[config.mk]
export PLATFORM = sky130hd
export DESIGN_NAME = two_class_age_ordered_queue_unit
export DESIGN_NICKNAME = d
export VERILOG_FILES = /design/src/tcaoq_pkg.sv /design/src/two_class_age_ordered_queue_unit.sv
export SDC_FILE = /design/constraint.sdc
export NUM_CORES = 1
export LEC_CHECK = 0
export ABC_AREA = 0
export BUFFER_PORTS_ARGS = -buffer_cell sky130_fd_sc_hd__clkbuf_2
export CAP_MARGIN = 10
export CORE_MARGIN = 2
export CORE_UTILIZATION = 35
export DETAILED_ROUTE_END_ITERATION = 16
export PLACE_DENSITY_LB_ADDON = 0.3
export SETUP_SLACK_MARGIN = 0.5
export SYNTH_ARGS = -nofsm -noshare
export SYNTH_HDL_FRONTEND = slang
export SYNTH_SLANG_ARGS = --single-unit
[constraint.sdc]
create_clock -name clk -period 4.4 [get_ports clk]
set_input_delay 0.22 -clock clk [delete_from_list [all_inputs] [get_ports clk]]
set_output_delay 0.22 -clock clk [all_outputs]
set_load 0.05 [all_outputs]
[src/tcaoq_pkg.sv]
// Package: request and response words, request codes and controller states.
package tcaoq_pkg;

  localparam int QUEUE_DEPTH_DEF = 16;
  localparam int ID_WIDTH_DEF    = 16;
  localparam int FIELD_ID_W      = 16;
  localparam int COUNT_W         = 5;

  localparam logic CLASS_A = 1'b0;
  localparam logic CLASS_B = 1'b1;

  typedef enum logic [1:0] {
    REQ_ENQ     = 2'd0,
    REQ_DEQ_ANY = 2'd1,
    REQ_DEQ_A   = 2'd2,
    REQ_DEQ_B   = 2'd3
  } req_kind_t;

  typedef enum logic {
    ST_IDLE,
    ST_SCAN
  } state_t;

  typedef struct packed {
    req_kind_t               req_type;
    logic                    entry_class;
    logic [FIELD_ID_W-1:0]   entry_id;
  } req_t;

  typedef struct packed {
    logic                    found;
    logic                    full_refused;
    logic                    out_class;
    logic [FIELD_ID_W-1:0]   out_id;
    logic [COUNT_W-1:0]      count_a;
    logic [COUNT_W-1:0]      count_b;
    logic                    queue_empty;
  } rsp_t;

endpackage

[src/two_class_age_ordered_queue_unit.sv]
// Two-class arrival-ordered queue: entry memory with scan-and-compact controller.
// Enqueue: the word is accepted while idle and the response is strobed in the next cycle.
// Dequeue: one memory read per held entry, with the compacting
//   write of each later entry issued on the same pass through the single RAM port pair.
// Dequeue on an empty queue answers in the next cycle. busy is high during the scan.
// Reset (rst, synchronous) clears the counts and controller; entry memory is not cleared.
module two_class_age_ordered_queue_unit #(
  parameter int QUEUE_DEPTH = tcaoq_pkg::QUEUE_DEPTH_DEF,
  parameter int ID_WIDTH    = tcaoq_pkg::ID_WIDTH_DEF
) (
  input  logic            clk,
  input  logic            rst,
  input  logic            start,
  output logic            busy,
  input  tcaoq_pkg::req_t req,
  output logic            done,
  output tcaoq_pkg::rsp_t rsp
);

  localparam int AW = $clog2(QUEUE_DEPTH);
  localparam int CW = $clog2(QUEUE_DEPTH + 1);
  localparam int FW = tcaoq_pkg::FIELD_ID_W;
  localparam int KW = tcaoq_pkg::COUNT_W;

  logic [ID_WIDTH:0] mem [QUEUE_DEPTH];
  logic [ID_WIDTH:0] rdata;
  logic [AW-1:0]     rd_addr;
  logic              we;
  logic [AW-1:0]     waddr;
  logic [ID_WIDTH:0] wdata;

  tcaoq_pkg::state_t    state, state_next;
  tcaoq_pkg::req_kind_t req_kind, req_kind_next;
  logic [CW-1:0]        cnt_a, cnt_a_next, cnt_b, cnt_b_next;
  logic [AW-1:0]        idx, idx_next;
  logic                 hit, hit_next;
  logic                 hit_cls, hit_cls_next;
  logic [ID_WIDTH-1:0]  hit_id, hit_id_next;
  logic                 done_next;
  tcaoq_pkg::rsp_t      rsp_next;

  logic [CW-1:0]          total;
  logic                   accept;
  logic                   full;
  logic                   last;
  logic                   match;
  logic                   take_cls;
  logic [ID_WIDTH-1:0]    take_id;
  logic [ID_WIDTH+FW-1:0] id_in_ext;
  logic [ID_WIDTH+FW-1:0] id_out_ext;
  logic [CW+KW-1:0]       ca_ext, cb_ext;

  assign total     = cnt_a + cnt_b;
  assign accept    = start && !busy;
  assign full      = (total == CW'(QUEUE_DEPTH));
  assign last      = (CW'(idx) == (total - CW'(1)));
  assign id_in_ext = {{ID_WIDTH{1'b0}}, req.entry_id};

  always_comb begin
    case (req_kind)
      tcaoq_pkg::REQ_DEQ_ANY: match = 1'b1;
      tcaoq_pkg::REQ_DEQ_A:   match = (rdata[ID_WIDTH] == tcaoq_pkg::CLASS_A);
      tcaoq_pkg::REQ_DEQ_B:   match = (rdata[ID_WIDTH] == tcaoq_pkg::CLASS_B);
      default:                match = 1'b0;
    endcase
  end

  assign take_cls   = hit ? hit_cls : rdata[ID_WIDTH];
  assign take_id    = hit ? hit_id : rdata[ID_WIDTH-1:0];
  assign id_out_ext = {{FW{1'b0}}, take_id};

  // next state
  always_comb begin
    state_next = state;
    case (state)
      tcaoq_pkg::ST_IDLE: begin
        if (accept && req.req_type != tcaoq_pkg::REQ_ENQ && total != '0) begin
          state_next = tcaoq_pkg::ST_SCAN;
        end
      end
      tcaoq_pkg::ST_SCAN: begin
        if (last) begin
          state_next = tcaoq_pkg::ST_IDLE;
        end
      end
      default: state_next = tcaoq_pkg::ST_IDLE;
    endcase
  end

  // outputs and datapath
  always_comb begin
    busy          = (state != tcaoq_pkg::ST_IDLE);
    we            = 1'b0;
    waddr         = idx - AW'(1);
    wdata         = rdata;
    rd_addr       = idx + AW'(1);
    idx_next      = idx;
    req_kind_next = req_kind;
    hit_next      = hit;
    hit_cls_next  = hit_cls;
    hit_id_next   = hit_id;
    cnt_a_next    = cnt_a;
    cnt_b_next    = cnt_b;
    done_next     = 1'b0;
    rsp_next      = '0;
    case (state)
      tcaoq_pkg::ST_IDLE: begin
        rd_addr = '0;
        if (accept) begin
          req_kind_next = req.req_type;
          idx_next      = '0;
          hit_next      = 1'b0;
          if (req.req_type == tcaoq_pkg::REQ_ENQ) begin
            done_next = 1'b1;
            if (full) begin
              rsp_next.full_refused = 1'b1;
            end else begin
              we             = 1'b1;
              waddr          = total[AW-1:0];
              wdata          = {req.entry_class, id_in_ext[ID_WIDTH-1:0]};
              rsp_next.found = 1'b1;
              if (req.entry_class == tcaoq_pkg::CLASS_B) begin
                cnt_b_next = cnt_b + CW'(1);
              end else begin
                cnt_a_next = cnt_a + CW'(1);
              end
            end
          end else if (total == '0) begin
            done_next = 1'b1;
          end
        end
      end
      tcaoq_pkg::ST_SCAN: begin
        idx_next = idx + AW'(1);
        if (hit) begin
          we = 1'b1;
        end else if (match) begin
          hit_next     = 1'b1;
          hit_cls_next = rdata[ID_WIDTH];
          hit_id_next  = rdata[ID_WIDTH-1:0];
        end
        if (last) begin
          done_next = 1'b1;
          if (hit || match) begin
            rsp_next.found     = 1'b1;
            rsp_next.out_class = take_cls;
            rsp_next.out_id    = id_out_ext[FW-1:0];
            if (take_cls == tcaoq_pkg::CLASS_B) begin
              cnt_b_next = cnt_b - CW'(1);
            end else begin
              cnt_a_next = cnt_a - CW'(1);
            end
          end
        end
      end
      default: ;
    endcase
    ca_ext               = {{KW{1'b0}}, cnt_a_next};
    cb_ext               = {{KW{1'b0}}, cnt_b_next};
    rsp_next.count_a     = ca_ext[KW-1:0];
    rsp_next.count_b     = cb_ext[KW-1:0];
    rsp_next.queue_empty = ((cnt_a_next + cnt_b_next) == '0);
  end

  always_ff @(posedge clk) begin
    if (we) begin
      mem[waddr] <= wdata;
    end
    rdata <= mem[rd_addr];
  end

  always_ff @(posedge clk) begin
    if (rst) begin
      state <= tcaoq_pkg::ST_IDLE;
      cnt_a <= '0;
      cnt_b <= '0;
      done  <= 1'b0;
      hit   <= 1'b0;
    end else begin
      state <= state_next;
      cnt_a <= cnt_a_next;
      cnt_b <= cnt_b_next;
      done  <= done_next;
      hit   <= hit_next;
    end
  end

  always_ff @(posedge clk) begin
    idx      <= idx_next;
    req_kind <= req_kind_next;
    hit_cls  <= hit_cls_next;
    hit_id   <= hit_id_next;
    rsp      <= rsp_next;
  end

  a_total_bound: assert property (@(posedge clk) disable iff (rst)
    total <= CW'(QUEUE_DEPTH))
    else $error("entry count exceeds depth");

  a_scan_nonempty: assert property (@(posedge clk) disable iff (rst)
    (state == tcaoq_pkg::ST_SCAN) |-> (total != '0))
    else $error("scan running on empty queue");

  a_full_refuse: assert property (@(posedge clk) disable iff (rst)
    (accept && req.req_type == tcaoq_pkg::REQ_ENQ && full) |=>
      (done && rsp.full_refused && !rsp.found))
    else $error("enqueue on full store not refused");

  a_one_flag: assert property (@(posedge clk) disable iff (rst)
    done |-> !(rsp.found && rsp.full_refused))
    else $error("found and refused both set");

endmodule
## Word level (Yosys, flattened, before mapping)

Memory sizes are Yosys's and may differ from the RTL's. A register that Yosys moved wholly into a read port is not among the register bits.
Cells that the tools add are included.

- Register bits: 66
- Output and inout port bits: 32
- Word-level logic and storage cells: 106
- Memories kept: 1
- Bits in writable memories: 272
- Bits of input ports: 22

Memories:

| memory | depth | width | read ports | clocked after memory_dff | write ports | RTL line | text |
|---|---|---|---|---|---|---|---|
| mem | 16 | 17 | 1 | 1 | 1 | two_class_age_ordered_queue_unit.sv:25 | `logic [ID_WIDTH:0] mem [QUEUE_DEPTH];` |

- Add/subtract/negate cells: 9
- Reduce and logical (&&, ||, !) cells: 14
- Multiplexer cells: 55
- Bitwise operators: 5
- Equality and inequality tests: 6

Operators with widths:

| operator | number |
|---|---|
| 5-bit 2-to-1 mux | 14 |
| 17-bit 2-to-1 mux | 4 |
| 4-bit 2-to-1 mux | 6 |
| 5-bit one-hot mux with 2 select lines | 2 |
| 1-bit 2-to-1 mux | 19 |
| 16-bit 2-to-1 mux | 1 |
| 5-bit by 1-bit subtractor with 5-bit output, second input constant | 3 |
| 5-bit by 1-bit adder with 5-bit output, second input constant | 2 |
| 5-bit adder | 2 |
| 5-bit zero test | 2 |
| 1-bit one-hot mux with 2 select lines | 5 |
| 4-bit one-hot mux with 2 select lines | 1 |
| 3-bit AND reduction | 2 |
| 4-bit by 5-bit == test with 1-bit output | 1 |
| 5-bit == test, second input constant | 1 |
| 1-bit inverter | 5 |
| 5-bit nonzero test | 1 |
| 4-bit by 1-bit adder with 4-bit output, second input constant | 1 |
| 2-bit == test, second input constant | 2 |
| 2-bit 2-to-1 mux | 2 |
| 4-bit by 1-bit subtractor with 4-bit output, second input constant | 1 |
| 1-bit logical AND | 3 |
| 1-bit one-hot mux with 3 select lines | 1 |
| 3-bit OR reduction | 1 |
| 7 further kinds | 7 |

## Longest topological paths before layout

Gate-level depths: netlist (run 1).

- Depth after elaboration: 8
- Mapped depth: 19
- Gate-level depth less buffers: 19

## Least setup slack after synthesis (run 1)

Ideal clock, no wire load.

- Path kind: register -> register
- Start point: register cnt_a[0]
- End point: register rsp[0] (netlist name)
- Stages on the path, launching flop included: 18
- Path buffers: 0
- Required time: 4,280 ps
- Arrival: 4,240 ps
- Setup time: 120 ps
- Setup slack: 40 ps
- Period minus slack after synthesis: 4,360 ps
- Path through: dfxtp_1 -> ha_1 -> fa_1 -> xor2_2 -> or4_1 -> a211o_1 -> a2111oi_4 -> and2_1 -> and3_1 -> nor2_1 -> xnor2_1 -> ha_1 -> inv_1 -> fa_1 -> nand2b_1 -> o21ai_2 -> xnor2_1 -> nor3_2

RTL lines:

| element | RTL line | text |
|---|---|---|
| from (decl) | two_class_age_ordered_queue_unit.sv:34 | `logic [CW-1:0] cnt_a, cnt_a_next, cnt_b, cnt_b_next;` |
| from (signal assigned) | two_class_age_ordered_queue_unit.sv:181 | `cnt_a <= cnt_a_next;` |
| to (signal assigned) | two_class_age_ordered_queue_unit.sv:193 | `rsp <= rsp_next;` |
| to (decl) | two_class_age_ordered_queue_unit.sv:17 | `output tcaoq_pkg::rsp_t rsp` |

==> run metrics, run 1 <==
status complete, no violations; first-pass GRT wire length about 50000 um; Critical Path RT between 4000 and 5000 ps; Hold Path Depth 2; synthesis-stage register bit count roughly 360; antenna-violating nets left 0; area share of the largest cell type after synthesis 0.6215; vias per cell between 5 and 6; area delta synth->final 18.29%; Tightest Pin Transition about 1100 ps; post-synth top area cell edfxtp_1; WP data arrival between 4000 and 5000 ps; mapped cell area roughly 14000 um^2; width of the die around 200 um; port bufs between 50 and 60; antenna cell count 0; clk_skew 24.64 ps; top cells by area, synth edfxtp_1 62%, dfxtp_1 8.4%, nand2_1 3.7%, mux2i_1 2.9%, mux4_2 2.7%; Pwr Density between 400 and 500 nW/um^2; clk sink count around 360; Hold WC Path Type in2reg; initial antenna violation count 0; setup TNS 0 ps; startpoint type of the worst setup path flip-flop; Die ar. approximately 42000 um^2; fmax roughly 250 MHz; worst hold path endpoint hit; Placement Setup Slack about 85 ps; grt ovf 0; clock slew at reported path FFs ~60 ps; worst flop-to-flop path startpoint cnt_a[0]; Die H between 200 and 250 um; Initial Util 0.3563; Power, Total just over 7 mW; post-synthesis sequential area ratio 0.7058; Syn. warnings 0; HPWL after detailed placement 19700 um; GRT Total Usage 0.1547; number of global-route vias before repair around 8400; H-Tree Depth 2; WL/cell just under 20 um; worst hold path startpoint rst; Critical Path End Type flip-flop; DR vias approximately 8400; number of I/O pins 54; syn_nets between 1000 and 1500; DR iter-0 viols 774; CTS max path bufs 3; critical path type reg2reg; EDFF count, synth slightly below 300; Non-Filler Instances about 1600; worst r2r path cells 17; CTS root buf clkbuf_16; Final Hold Fails 0; CTS tree built; Syn Inst Count ~1000; FP Rows 73; Max IR drop VDD between 200 and 250 uV; fin crit period a little over 4000 ps; routability congestion estimate about 0.82; Clk Latency, worst-skew pair 530 ps; asr flop ratio synth 0; RSZ-0062 raised after global routing yes; Inst Count DP between 1500 and 2000; Core Region ~40000 um^2; fin nets between 1000 and 1500; Core Util, Final 0.4214; Residual DRC 0; final setup violation count 0; largest net degree at the start of global routing 62; Syn Area/Cell around 14 um^2; dominant synthesized flop cell edfxtp_1; worst reg-to-reg setup slack 370 ps; Leak about 5.7 nW; pins over their slew limit 0; layout cell share with drive strength beyond 1 0.2330; Max Cap Viol 0; post-route setup slack between 300 and 400 ps; R2R Path End rsp[0]; Worst Path Max Fanout 3; final worst-path cycle share 0.9155; total length of routed wires ~33000 um; drt first pass iters 5; Unique masters post-synth 54; CTS Buf Count 36; slew margin rel. 0.2916
-- per-layer routing --
layer	vias up	global-route usage	part of all wire
li1	3951	-	-
met1	4241	0.2134	0.46
met2	205	0.2549	0.47
met3	49	0.02217	0.047
met4	0	0.04388	0.021
met5	-	0	0
-- power breakdown --
| group | total (mW) | internal (mW) | switching, mW |
|---|---|---|---|
| Clock | 2.80 | 1.57 | 1.23 |
| Sequential | 3.80 | 3.77 | 0.0350 |
| Combinational | 0.635 | 0.200 | 0.436 |
| Total | 7.24 | 5.54 | 1.70 |
-- sequential cells by signal, summed over array words and instances (netlist names) --
signal,count
busy,1
cnt_a,5
cnt_b,5
done,1
hit,1
hit_cls,1
hit_id,16
idx,4
mem,272
rdata,17
req_kind,2
rsp,30
-- synth_stat cells (all sizes together) (2+ instances only) --
master	count
a21boi	12
nor2	46
nand2	143
o221ai	17
o211ai	13
a311oi	14
nand3	14
o21ai	45
mux2	11
mux4	17
xnor2	20
nor3	6
dfxtp	60
edfxtp	295
and3	5
clkbuf	47
a211oi	19
a2111oi	2
clkinv	3
nor2b	9
mux2i	41
o22ai	27
a211o	2
a21oi	17
buf	8
a31oi	12
o31ai	2
or2	6
xor2	7
inv	15
nand2b	11
and2	19
fa	2
ha	15
-- worst max-delay path by stage --
stage                         from  endpoint  slack [ps]  cells after the start
final                     cnt_a[0]    rsp[0]         370                     17
after global routing      cnt_b[0]    rsp[0]         220                     18
after CTS                 cnt_a[0]    rsp[0]         260                     17
after detailed placement  cnt_a[0]    rsp[0]          90                     18
after global placement    cnt_a[0]    rsp[0]         180                     17
after floorplan           cnt_a[0]    rsp[0]         260                     17
-- layout by cell type (no fill, tap or decap), types with 9 or more instances in the layout --
| master | count |
|---|---|
| xnor2_1 | 13 |
| and2_1 | 17 |
| edfxtp_1 | 295 |
| a21oi_1 | 14 |
| inv_1 | 14 |
| nor2_1 | 27 |
| o221ai_1 | 17 |
| o22ai_1 | 27 |
| a31oi_1 | 12 |
| o21ai_0 | 42 |
| nor2b_1 | 9 |
| a311oi_1 | 14 |
| clkbuf_16 | 36 |
| a21boi_0 | 12 |
| nand3_1 | 14 |
| clkbuf_2 | 53 |
| clkbuf_1 | 11 |
| o211ai_1 | 13 |
| dfxtp_1 | 57 |
| mux4_2 | 17 |
| mux2_2 | 11 |
| nand2b_1 | 9 |
| ha_1 | 11 |
| mux2i_1 | 40 |
| nand2_1 | 140 |
| a211oi_1 | 19 |
| nor2_2 | 16 |
| buf_4 | 53 |
-- kinds of logic (layout without fill, tap and decap cells) --
group           count (synthesis)  count (layout)  share of synthesized area
flops                         355             355                     0.7058
simple gates                  267             267                    0.08393
mux                            69              69                    0.06435
fa+ha+maj                      17              17                    0.01598
compound gates                188             188                    0.09200
xor+xnor                       27              27                    0.01870
buf+inv                        73             197                    0.01923
-- through the flow --
step	hold WS [ps]	cell area, um^2
6_report	90.21	16860
5_1_grt	99.30	16860
4_1_cts	59.91	16700
3_5_place_dp	445.1	15450
3_3_place_gp	441.6	15450
2_1_floorplan	284.2	14290
-- worst max-delay path: stages, from the launching register on --
cell and delay, ps:
dfxtp_4 360, ha_4 160, fa_2 380, xor2_4 170, or4_4 420, a211o_1 300
a2111oi_4 350, and2_4 210, and3_4 210, nor2_4 40, xnor2_2 200, ha_2 210
inv_2 40, fa_2 380, nand2b_4 150, o21ai_2 130, xnor2_1 150, nor3_2 50
-- layout make-up --
cell class | instances | area (um^2)
fillers | 3633 | 23150
repair buffers | 116 | 825.8
inverters | 18 | 70.07
clock inverters | 16 | 117.6
multi-input cells | 568 | 4178
well taps | 525 | 656.9
clock buffers | 47 | 942.2
flip-flops and latches | 355 | 10070
-- timing repair --
item / in CTS / in global routing
hold buffers: 2 / 0
setup buffers: 11 / 6
pin swaps: 19 / 13
endpoints found under the setup margin: 147 / 289
hold endpoints to repair: 2 / 0
resized for setup: 17 / 24
(Power assumes the default switching activity.)
==> inputs of run 2 (changes only) <==
- clock period: 4.4 -> 5.1 ns (I/O delays scaled with it)
==> run 2 against run 1 <==
Clock-buffer cell count up 12. Die area did not move. Via count decreased by 0.53%. Final cell count shrank 1.3%. Utilization decreased by 0.86 points. Non-clock buffer count is 24 lower. Wire length is 1.3% higher. Worst setup slack gained 330 ps. Critical path depth is the same. Critical endpoint unchanged. Highest routed layer unchanged.
==> run metrics, run 2 (synthesis results as in run 1) <==
largest net degree at the start of global routing between 60 and 70; area delta synth->final 15.86%; Hold WC Path Type in2reg; Pwr Density between 300 and 400 nW/um^2; vias per cell ~5.2; fin nets 1110; most frequent cells in the layout 295 x edfxtp_1, 142 x nand2_1, 57 x dfxtp_1; Largest regs mem x272, rsp x30, rdata x17; WL/cell about 20 um; max FFs per register 272; number of global-route vias before repair between 8000 and 9000; pins over their slew limit 0; DR vias 8401; GRT Total Usage 0.1574; Die ar. between 40000 and 50000 um^2; CTS tree built; final worst-path cycle share 0.8623; Initial Util 0.3563; CTS Buf Count 36; total length of routed wires between 30000 and 40000 um; Reg with most FFs mem; startpoint type of the worst setup path flip-flop; Critical Path End Type flip-flop; number of I/O pins 54; CTS max path bufs 3; H-Tree Depth 2; area occupied by multi-input gates roughly 4000 um^2; Die H a little over 200 um; width of the die 205.8 um; RSZ-0062 raised after global routing no; Final Hold Fails 0; final setup violation count 0; Clk Latency, worst-skew pair around 530 ps; Worst Path Max Fanout 7; Critical Path RT around 5600 ps; Fill cells 3647; Leak approximately 5.6 nW; slew margin rel. 0.3463; drt first pass iters 5; layout cell share with drive strength beyond 1 0.1958; antenna cell count 0; setup TNS 0 ps; routability congestion estimate 0.7980; final hold slack around 120 ps; FF/Latch Area around 10000 um^2; CTS root buf clkbuf_16; fmax approximately 230 MHz; fin crit period 4398 ps; Tightest Pin Transition 974.5 ps; Max IR drop VDD ~250 uV; HPWL after detailed placement 19900 um; first-pass GRT wire length approximately 50000 um; initial antenna violation count 0; clock slew at reported path FFs approximately 60 ps; WP data arrival approximately 4900 ps; commonest non-fill, non-tap cell in the layout edfxtp_1; antenna-violating nets left 0; clk_skew between 10 and 15 ps; critical path type reg2reg; Max Cap Viol 0; port bufs 53; FP Rows 73; Residual DRC 0; status complete, no violations; DR iter-0 viols ~670; Core Region about 40000 um^2; clk sink count about 360; grt ovf 0
==> run 2: path summary, 6_finish.rpt <==
path | from | endpoint | slack, ps | cells after the start
setup / recovery | cnt_a[0] | rsp[0] | 700 | 17
hold / removal | rst | cnt_a[2] | 120 | 2
setup reg to reg | cnt_a[0] | rsp[0] | 700 | 17
hold reg to reg | rdata[6] | hit_id[6] | 460 | 0
==> run 2: power breakdown <==
group          leakage, nW  internal [mW]  switching, mW
sequential            3.16           3.25         0.0370
clock                0.538           1.41           1.04
combinational         1.88          0.157          0.345
==> run 2: layout make-up <==
class	instances	area share
sequential	355	0.6097
timing repair buffer	92	0.03485
clock inverter	6	0.002652
inverter	18	0.004167
tap	525	0.03978
multi-input combinational	568	0.2451
clock buffer	59	0.06372
==> run 2: metrics by stage <==
step	util	std cells	worst slack, ps	cell area, um^2	total power [mW]
CTS	0.4108	1622	502.7	16440	6.294
finish	0.4128	1623	702.4	16510	6.246
global placement	0.3821	1554	468.3	15290	3.837
global route	0.4128	1623	528.1	16510	6.454
detailed placement	0.3821	1554	260.9	15290	3.845
floorplan	-	996	740.2	14250	3.666
==> run 2: metal layers <==
layer / vias to the layer above / wire length, um / GRT usage
li1: 3902 / - / -
met1: 4186 / 14820 / 0.2143
met2: 257 / 15550 / 0.2576
met3: 56 / 1869 / 0.02613
met4: 0 / 836 / 0.05000
met5: - / 0 / 0
==> run 2: worst max-delay path: stages (launching register included) <==
cell	delay, ps
dfxtp_4	380
ha_4	180
fa_2	410
xor2_4	230
or4_4	440
a211o_1	310
a2111oi_4	450
and2_4	220
and3_4	200
nor2_1	70
xnor2_2	250
ha_2	210
inv_1	60
fa_2	360
nand2b_1	160
o21ai_2	130
xnor2_1	90
nor3_2	160
==> run 2: what timing repair did <==
action | CTS | global route
gates resized for setup | 4 | 17
hold endpoints to repair | 2 | 0
hold buffers | 2 | 0
setup buffers | 1 | 1
pin swaps | 1 | 5
gates cloned | 0 | 0
endpoints found under the setup margin | 1 | 10
